`src/hw/rtl/keyed_bitmap_presence_table_macros.svh`:
```
// Assertion macros shared by the keyed bitmap presence table RTL.
// No dependencies; define ASSERT_OFF to compile the assertions away.
`ifndef KEYED_BITMAP_PRESENCE_TABLE_MACROS_SVH
`define KEYED_BITMAP_PRESENCE_TABLE_MACROS_SVH
`ifndef ASSERT_OFF
`define KBPT_ASSERT(lbl, clk, rst_n, prop, msg) \
	lbl: assert property (@(posedge clk) disable iff (!rst_n) prop) else $error(msg);
`define KBPT_ASSERT_NEXT(lbl, clk, rst_n, pre, post, msg) \
	lbl: assert property (@(posedge clk) disable iff (!rst_n) (pre) |=> (post)) else $error(msg);
`else
`define KBPT_ASSERT(lbl, clk, rst_n, prop, msg)
`define KBPT_ASSERT_NEXT(lbl, clk, rst_n, pre, post, msg)
`endif
`endif

```
`src/hw/rtl/kbpt_pkg.sv`:
```
// Package for the keyed bitmap presence table: sizes, hash constants,
// operation and status codes, and the packed slot entry. No dependencies.
package kbpt_pkg;

	localparam int TABLE_SLOTS   = 32;
	localparam int ITEMS_PER_KEY = 64;

	localparam int SLOT_W  = (TABLE_SLOTS > 1) ? $clog2(TABLE_SLOTS) : 1;
	localparam int BIT_W   = (ITEMS_PER_KEY > 1) ? $clog2(ITEMS_PER_KEY) : 1;

	localparam logic [31:0] HASH_BASIS = 32'd2166136261;
	localparam logic [31:0] HASH_PRIME = 32'd16777619;

	localparam logic [1:0] OP_LOCATE = 2'd0;
	localparam logic [1:0] OP_TEST   = 2'd1;
	localparam logic [1:0] OP_SET    = 2'd2;

	localparam logic [2:0] ST_FOUND     = 3'd0;
	localparam logic [2:0] ST_CREATED   = 3'd1;
	localparam logic [2:0] ST_COLLISION = 3'd2;
	localparam logic [2:0] ST_FULL      = 3'd3;
	localparam logic [2:0] ST_BAD_ID    = 3'd4;

	typedef struct packed {
		logic [31:0]              hash;
		logic [31:0]              sig;
		logic [ITEMS_PER_KEY-1:0] bits;
	} entry_t;

	localparam int ENTRY_W = $bits(entry_t);

endpackage

```
`src/hw/rtl/kbpt_ram.sv`:
```
// Generic single-write, single-read RAM with a registered read port.
// No dependencies.
module kbpt_ram #(
	parameter int WIDTH = 8,
	parameter int DEPTH = 32
) (
	input  logic                                      clk,
	input  logic                                      we,
	input  logic [((DEPTH > 1) ? $clog2(DEPTH) : 1)-1:0] waddr,
	input  logic [WIDTH-1:0]                          wdata,
	input  logic [((DEPTH > 1) ? $clog2(DEPTH) : 1)-1:0] raddr,
	output logic [WIDTH-1:0]                          rdata
);

	logic [WIDTH-1:0] mem_q [DEPTH];

	always_ff @(posedge clk) begin
		if (we) begin
			mem_q[waddr] <= wdata;
		end
		rdata <= mem_q[raddr];
	end

endmodule

```
`src/hw/rtl/keyed_bitmap_presence_table.sv`:
```
// Keyed bitmap presence table, top level. Uses kbpt_pkg, kbpt_ram and the
// assertion macros header.
//
// A key name arrives as a stream of byte requests on the input channel
// (in_valid / in_ready), one byte per request, with name_last on the final
// byte. Ordinary name bytes are taken one per cycle while in_ready is high:
// each is folded into an FNV-1a hash by a single 32-bit multiply and the
// first four bytes are kept as a signature. The last byte also carries the
// operation and item id. That request starts a slot scan in a small
// sequencer that reuses one compare unit against one slot entry at a time,
// read from a slot RAM. A free slot ends the scan in S_SCAN; every occupied
// slot it passes costs an S_SCAN step (RAM read), then an S_CMP step
// (compare). The result is registered when the key is created in a free slot,
// when it is found or collides at a matching hash, or when the last slot misses
// and the table is full. An out-of-range id on a test or set skips the scan;
// its result is registered at the taking edge itself.
// Each result waits in an output register until out_ready takes it; while
// a result is held and not taken, and during a scan, in_ready stays low.
// Reset clears the per-slot valid bits, so the table is empty at once and
// no clearing pass is needed; the hash and signature restart as well.
`include "keyed_bitmap_presence_table_macros.svh"
module keyed_bitmap_presence_table (
	input  logic       clk,
	input  logic       arst_n,
	input  logic       in_valid,
	output logic       in_ready,
	input  logic [7:0] name_byte,
	input  logic       name_last,
	input  logic [1:0] operation,
	input  logic [7:0] item_id,
	output logic       out_valid,
	input  logic       out_ready,
	output logic [2:0] status,
	output logic       collected,
	output logic [4:0] slot_index
);
	import kbpt_pkg::*;

	localparam logic [SLOT_W-1:0] SLOT_LAST = SLOT_W'(TABLE_SLOTS - 1);

	// One-hot sequencer states.
	typedef enum logic [2:0] {
		S_IDLE = 3'b001,
		S_SCAN = 3'b010,
		S_CMP  = 3'b100
	} state_t;

	state_t                   state_q;
	logic [31:0]              run_hash_q;
	logic [31:0]              sig_acc_q;
	logic [2:0]               bytes_seen_q;
	logic [TABLE_SLOTS-1:0]   slot_valid_q;

	// Key under lookup and the decoded operation.
	logic [31:0]              key_hash_q;
	logic [31:0]              key_sig_q;
	logic                     op_ts_q;
	logic                     op_set_q;
	logic [BIT_W-1:0]         bit_idx_q;
	logic [SLOT_W-1:0]        idx_q;

	// Output register.
	logic                     out_valid_q;
	logic [2:0]               status_q;
	logic                     collected_q;
	logic [SLOT_W-1:0]        slot_q;

	logic                     accept;
	logic                     out_free;
	logic                     result_set;
	logic [31:0]              hash_next;
	logic [31:0]              sig_next;
	logic                     op_ts;
	logic                     bad_id;
	logic [BIT_W-1:0]         bit_idx;
	logic [ITEMS_PER_KEY-1:0] mask;
	logic [ITEMS_PER_KEY-1:0] merged_bits;
	entry_t                   rd_entry;
	entry_t                   wr_entry;
	logic [ENTRY_W-1:0]       rd_data;
	logic                     ram_we;
	logic                     hash_hit;
	logic                     sig_hit;

	// The output register can take a new result when empty or being drained.
	assign out_free = !out_valid_q || out_ready;
	assign in_ready = (state_q == S_IDLE) && out_free;
	assign accept   = in_valid && in_ready;

	// FNV-1a step: xor the byte in, then one multiply by the prime.
	assign hash_next = (run_hash_q ^ {24'd0, name_byte}) * HASH_PRIME;
	assign sig_next  = bytes_seen_q[2] ? sig_acc_q
	                 : (sig_acc_q | ({24'd0, name_byte} << {bytes_seen_q[1:0], 3'b000}));

	assign op_ts   = (operation == OP_TEST) || (operation == OP_SET);
	assign bad_id  = op_ts && ((item_id == 8'd0) || (item_id > 8'(ITEMS_PER_KEY)));
	assign bit_idx = BIT_W'(item_id - 8'd1);

	assign mask        = ITEMS_PER_KEY'(1) << bit_idx_q;
	assign rd_entry    = entry_t'(rd_data);
	assign hash_hit    = rd_entry.hash == key_hash_q;
	assign sig_hit     = rd_entry.sig == key_sig_q;
	assign merged_bits = rd_entry.bits | mask;

	// A result is produced by a rejected id, by a free slot, or by the compare
	// that ends the scan on a hash match or on the last slot.
	assign result_set = (state_q == S_IDLE && accept && name_last && bad_id)
	                 || (state_q == S_SCAN && !slot_valid_q[idx_q])
	                 || (state_q == S_CMP && (hash_hit || idx_q == SLOT_LAST));

	// A new entry is written on creation; a found entry is written back
	// only when a set adds its bit.
	always_comb begin
		wr_entry.hash = key_hash_q;
		wr_entry.sig  = key_sig_q;
		wr_entry.bits = op_set_q ? mask : '0;
		ram_we        = 1'b0;
		if (state_q == S_SCAN && !slot_valid_q[idx_q]) begin
			ram_we = 1'b1;
		end else if (state_q == S_CMP && hash_hit && sig_hit && op_set_q) begin
			wr_entry.bits = merged_bits;
			ram_we        = 1'b1;
		end
	end

	kbpt_ram #(
		.WIDTH (ENTRY_W),
		.DEPTH (TABLE_SLOTS)
	) u_slot_ram (
		.clk   (clk),
		.we    (ram_we),
		.waddr (idx_q),
		.wdata (wr_entry),
		.raddr (idx_q),
		.rdata (rd_data)
	);

	// Control state: sequencer, byte accumulators, valid bits, output valid.
	always_ff @(posedge clk or negedge arst_n) begin
		if (!arst_n) begin
			state_q      <= S_IDLE;
			run_hash_q   <= HASH_BASIS;
			sig_acc_q    <= '0;
			bytes_seen_q <= '0;
			slot_valid_q <= '0;
			out_valid_q  <= 1'b0;
		end else begin
			out_valid_q <= result_set || (out_valid_q && !out_ready);
			case (state_q)
				S_IDLE: begin
					if (accept) begin
						if (name_last) begin
							run_hash_q   <= HASH_BASIS;
							sig_acc_q    <= '0;
							bytes_seen_q <= '0;
							if (!bad_id) begin
								state_q <= S_SCAN;
							end
						end else begin
							run_hash_q <= hash_next;
							sig_acc_q  <= sig_next;
							if (!bytes_seen_q[2]) begin
								bytes_seen_q <= bytes_seen_q + 3'd1;
							end
						end
					end
				end
				S_SCAN: begin
					if (!slot_valid_q[idx_q]) begin
						slot_valid_q[idx_q] <= 1'b1;
						state_q             <= S_IDLE;
					end else begin
						state_q <= S_CMP;
					end
				end
				S_CMP: begin
					if (hash_hit || idx_q == SLOT_LAST) begin
						state_q <= S_IDLE;
					end else begin
						state_q <= S_SCAN;
					end
				end
				default: begin
					state_q <= S_IDLE;
				end
			endcase
		end
	end

	// Key, scan index and result payload.
	always_ff @(posedge clk) begin
		case (state_q)
			S_IDLE: begin
				if (accept && name_last) begin
					key_hash_q <= hash_next;
					key_sig_q  <= sig_next;
					op_ts_q    <= op_ts;
					op_set_q   <= (operation == OP_SET);
					bit_idx_q  <= bit_idx;
					idx_q      <= '0;
					if (bad_id) begin
						status_q    <= ST_BAD_ID;
						collected_q <= 1'b0;
						slot_q      <= '0;
					end
				end
			end
			S_SCAN: begin
				if (!slot_valid_q[idx_q]) begin
					status_q    <= ST_CREATED;
					collected_q <= op_set_q;
					slot_q      <= idx_q;
				end
			end
			S_CMP: begin
				if (hash_hit) begin
					if (sig_hit) begin
						status_q    <= ST_FOUND;
						collected_q <= op_ts_q && (op_set_q || rd_entry.bits[bit_idx_q]);
						slot_q      <= idx_q;
					end else begin
						status_q    <= ST_COLLISION;
						collected_q <= 1'b0;
						slot_q      <= '0;
					end
				end else if (idx_q == SLOT_LAST) begin
					status_q    <= ST_FULL;
					collected_q <= 1'b0;
					slot_q      <= '0;
				end else begin
					idx_q <= idx_q + SLOT_W'(1);
				end
			end
			default: begin
			end
		endcase
	end

	assign out_valid  = out_valid_q;
	assign status     = status_q;
	assign collected  = collected_q;
	assign slot_index = 5'(slot_q);

	// A slot reported as created must be marked occupied.
	`KBPT_ASSERT(a_created_slot_valid, clk, arst_n, ($rose(out_valid_q) && status_q == ST_CREATED) |-> slot_valid_q[slot_q], "created slot is not marked valid")
	// A miss on the last slot must end the scan with a full result.
	`KBPT_ASSERT_NEXT(a_full_after_last_miss, clk, arst_n, state_q == S_CMP && !hash_hit && idx_q == SLOT_LAST, out_valid_q && status_q == ST_FULL && state_q == S_IDLE, "last-slot miss did not report table full")
	// A result only appears after a scan step or a last-byte request.
	`KBPT_ASSERT(a_result_source, clk, arst_n, $rose(out_valid_q) |-> $past(state_q != S_IDLE || (in_valid && in_ready && name_last)), "result raised without a lookup")

endmodule
```
`config.mk`:
```
export PLATFORM = sky130hd
export DESIGN_NAME = keyed_bitmap_presence_table
export DESIGN_NICKNAME = d
export VERILOG_FILES = /design/src/hw/rtl/kbpt_pkg.sv /design/src/hw/rtl/kbpt_ram.sv /design/src/hw/rtl/keyed_bitmap_presence_table.sv
export VERILOG_INCLUDE_DIRS = /design/src /design/src/hw/rtl
export SDC_FILE = /design/constraint.sdc
export NUM_CORES = 2
export LEC_CHECK = 0
export ABC_AREA = 1
export BUFFER_PORTS_ARGS = -buffer_cell sky130_fd_sc_hd__buf_2
export CORE_ASPECT_RATIO = 1.1
export CORE_MARGIN = 2
export CORE_UTILIZATION = 40
export DETAILED_ROUTE_END_ITERATION = 10
export SLEW_MARGIN = 20
export SYNTH_ARGS = -nofsm -noshare
export SYNTH_HDL_FRONTEND = slang
export SYNTH_SLANG_ARGS = --single-unit
```
`constraint.sdc`:
```
create_clock -name clk -period 15.5 [get_ports clk]
set_input_delay 3.1 -clock clk [delete_from_list [all_inputs] [get_ports clk]]
set_output_delay 3.1 -clock clk [all_outputs]
set_load 0.01 [all_outputs]
```
==> summary.md <==
| Metric | Value |
|---|---|
| Outcome | finished, final reports clean |
| Die width | 637.3 um |
| Final std cell area, no fill | 198,200 sq um |
| Ys async rst share | 2.334% |
| Clock network fraction of design power | 27.0% |
| Worst EP arrival | 8.77 ns |
| Synth top area share | 71.17% |
| Worst path max stage delay | 0.97 ns |
| Worst Setup End Kind | flip-flop |
| Ratio of total power to cell area | 201.0 nW/um^2 |
| 1st-pass router iterations | 6 |
| Syn_nets | 13.87k |
| Total grt overflow | 0 |
| # rows | 255 |
| RSZ-0062 raised after global routing | false |
| CP dominant cell by count | buf_4 |
| Port bufs | 33 |
| YS warnings | 0 |
| Initial antenna violation count | 15 |
| Final slew viol count | 0 |
| Gr usage total | 23.01% |
| Tightest Pin Transition | 1.210 ns |
| Syn avg cell area | 12.99 sq um |
| Total power | 0.03983 W |
| LEAKAGE | 66.31 nW |
| Mapped Cells | 13.58k |
| CTS H-tree lvls | 5 |
| Clock tree buffer depth | 4 |
| Share of cells above drive strength 1 | 7.916% |
| Clock-pin slew on the worst setup and hold paths | 0.06 ns |
| Largest cells by area after synthesis | edfxtp_1 71%, o21ai_0 5.6%, nor2_1 4.9% |
| CP bufs+invs | 6 |
| Routability cong. | 0.8636 |
| Die footprint | 446,500 sq um |
| Fmax | 122.3 MHz |
| Worst R2R Path Depth | 15 |
| Worst r2r src | idx_q[0]$_SDFFCE_PP0P_ |
| Commonest non-fill, non-tap cell in the layout | edfxtp_1 |
| Most used DFF post-synth | edfxtp_1 |
| RR Endpoint | u_slot_ram.mem_q[14][102]$_DFFE_PP_ |
| Post-Place Worst Slack | 7.053 ns |
| Hold EP | slot_valid_q[7]$_DFFE_PN0P_ |
| CTS Hold Bufs | 0 |
| Final HPWL DP | 258.6 mm |
| Post-synth EDFFs | 4,182 |
| Worst path slowest cell | buf_4 |
| Die Ht | 700.6 um |
| Clock skew | 0.06769 ns |
| Total negative slack | 0 ns |
| WHS Path Cells | 2 |
| Int Pwr | 0.02503 W |
| Min Clock Period, post-route | 8.176 ns |
| Worst path cell trace | buf_4 -> inv_8 -> buf_4 -> a21oi_1 -> o21ai_0 -> nand2_1 -> nand2_1 -> nand2_1 -> nor2_1 -> nand3_2 -> and2_4 -> buf_4 -> nor2_4 -> buf_4 -> buf_4 |
| FILL cells | 38.96k |
| Clock Sink Count | 4,413 |
| Post-route DRC violation count | 0 |
| Worst min-delay path class | reg2reg |
| Psw | 0.01480 W |
| Max-cap violations | 0 |
| TritonCTS clock tree | built |
| Netlist Area Pre-Place | 176,500 sq um |
| Share of power burned in registers | 36.8% |
| Gate power share | 36.2% |
| Area leader, netlist | edfxtp_1 |
| Setup crit start kind | flip-flop |
| Tcrit/Tclk final | 52.75% |
| CP max FO | 173 |
| Post-CTS Resized | 0 |
| Setup slack after layout | 7.324 ns |
| VDD IR max | 515.4 uV |
| Final setup fails | 0 |
| First-pass GRT wire length | 762.2 mm |
| Vias in the first global route | 107.5k |
| Max_slew headroom | 19.33% |
| Worst reg-to-reg setup slack | 7.32 ns |
| Clock Latency Late Sink | 1.02 ns |
| Layout Nets | 13.77k |
| Area Growth Syn to Fin | 12.30% |
| Crit path kind | reg2reg |
| Commonest non-fill, non-tap cells in the layout | 4,182 x edfxtp_1, 2,268 x nor2_1, 1,936 x o21ai_0 |
| Initial Util | 40.19% |
| Initial DRC count | 15.45k |
| CTS Root Cell | clkbuf_16 |
| Switching Share | 37.15% |
| Crit path required time | 16.09 ns |
| TritonCTS buffer count | 443 |
| Detailed Route WL | 530.2 mm |
| Final hold violations | 0 |
| Vias | 114.4k |
| Wirelength per Cell | 26.98 um |
| Yosys reg bits | 4,413 |
| CP top delay family | buffers and inverters |
| Unique cell type count in the Yosys netlist | 43 |
| ANT nets after route | 0 |
| Post-Place Cell Area | 183,400 sq um |
| Hold wc startpoint | slot_valid_q[7]$_DFFE_PN0P_ |
| Core area | 439,000 sq um |
| Register area share after synthesis | 74.09% |
| Largest net degree at the start of global routing | 192 |
| Post-CTS Setup Bufs | 0 |
| Via/cell ratio | 5.823 |
| Ports | 34 |
## final cells by class
| class | instances | area, sq um | share of cell area (%) |
|---|---|---|---|
| Clock inverter | 213 | 2185 | 1.102 |
| Antenna cell | 2 | 5.005 | 0.002526 |
| Timing Repair Buffer | 331 | 3028 | 1.528 |
| Clock buffer | 618 | 12380 | 6.249 |
| Sequential cell | 4413 | 130700 | 65.97 |
| Tap cell | 5782 | 7234 | 3.651 |
| Multi-Input combinational cell | 7874 | 40990 | 20.69 |
| Inverter | 422 | 1599 | 0.8069 |
## state kept, by name (all words and copies together) (netlist names)
| name | cells |
|---|---|
| bytes_seen_q | 3 |
| key_sig_q | 32 |
| op_ts_q | 1 |
| op_set_q | 1 |
| state_q | 3 |
| key_hash_q | 32 |
| status | 3 |
| idx_q | 5 |
| slot_valid_q | 32 |
| run_hash_q | 32 |
| u_slot_ram.mem_q | 4096 |
| slot_index | 5 |
| sig_acc_q | 32 |
| collected | 1 |
| out_valid | 1 |
| u_slot_ram.rdata | 128 |
| bit_idx_q | 6 |
## cell usage after synthesis, drive strengths merged, types with 4 or more instances
library cell / n
edfxtp: 4182
nor2: 2314
o21ai: 2197
nand2: 1175
o22ai: 1024
clkbuf: 596
inv: 419
buf: 277
ha: 193
nand3: 188
a22o: 170
nand4: 145
dfxtp: 128
or3: 102
a21oi: 99
dfrtp: 88
fa: 72
xnor2: 51
xor2: 31
a221oi: 30
nor3: 26
o21bai: 21
dfstp: 15
and2: 11
nand3b: 5
a21boi: 4
a21o: 4
or2: 4
## metrics by stage
step                utilization, %  hold WS, ns  std cells
finish                       45.14       0.4636      19660
global route                 45.14       0.4801      19650
CTS                          45.10       0.4646      19650
detailed placement           41.78       0.4487      18820
global placement             41.69       0.4403      18800
floorplan                        -       0.4274      13580
## cell families after synthesis
kind of cell               count (synthesis)  share of synthesized area (%)
AOI/OAI and AO/OA                       3556                          11.29
xor gates and xnor gates                  82                         0.4070
adders and majority gates                265                          2.185
buffers and inverters                   1295                          2.995
DFF                                     4413                          74.09
and+or+nand+nor                         3971                          9.029
## how the worst max path moves through the flow
stage          cells after the start                   start  slack, ns                             endpoint
2_1_floorplan                     12  idx_q[0]$_SDFFCE_PP0P_       7.52     u_slot_ram.mem_q[0][0]$_DFFE_PP_
3_3_place_gp                      25            name_byte[2]       7.11             key_hash_q[31]$_DFFE_PP_
4_1_cts                           15  idx_q[0]$_SDFFCE_PP0P_       7.55  u_slot_ram.mem_q[14][118]$_DFFE_PP_
6_report                          15  idx_q[0]$_SDFFCE_PP0P_       7.32  u_slot_ram.mem_q[14][102]$_DFFE_PP_
5_1_grt                           15  idx_q[0]$_SDFFCE_PP0P_       7.14  u_slot_ram.mem_q[14][102]$_DFFE_PP_
3_5_place_dp                      25            name_byte[2]       7.05             key_hash_q[31]$_DFFE_PP_
## worst reg2reg max path: stages, from the launching register on
cell and delay [ns]:
edfxtp_1 0.43, buf_4 0.38, inv_8 0.88, buf_4 0.98, a21oi_1 0.25, o21ai_0 0.16, nand2_1 0.08, nand2_1 0.06
nand2_1 0.05, nor2_1 0.16, nand3_2 0.63, and2_4 0.55, buf_4 0.39, nor2_4 0.79, buf_4 0.98, buf_4 0.94
## routing by layer
metal	GRT usage, %	wire (um)	vias up
met5	0	34	-
met4	7.160	17430	4
met3	2.988	45740	960
met2	36.90	246500	5541
met1	32.70	220500	58200
li1	-	-	49740
## power groups by stage
stage	Combinational [W]	Sequential [W]	Clock, W
6_report	0.0144	0.0147	0.0108
3_5_place_dp	0.0143	0.0149	0
5_1_grt	0.0161	0.0147	0.0113
2_1_floorplan	0.00944	0.0149	0
4_1_cts	0.0144	0.0147	0.0109
3_3_place_gp	0.0143	0.0150	0
(Power assumes the default switching activity.)
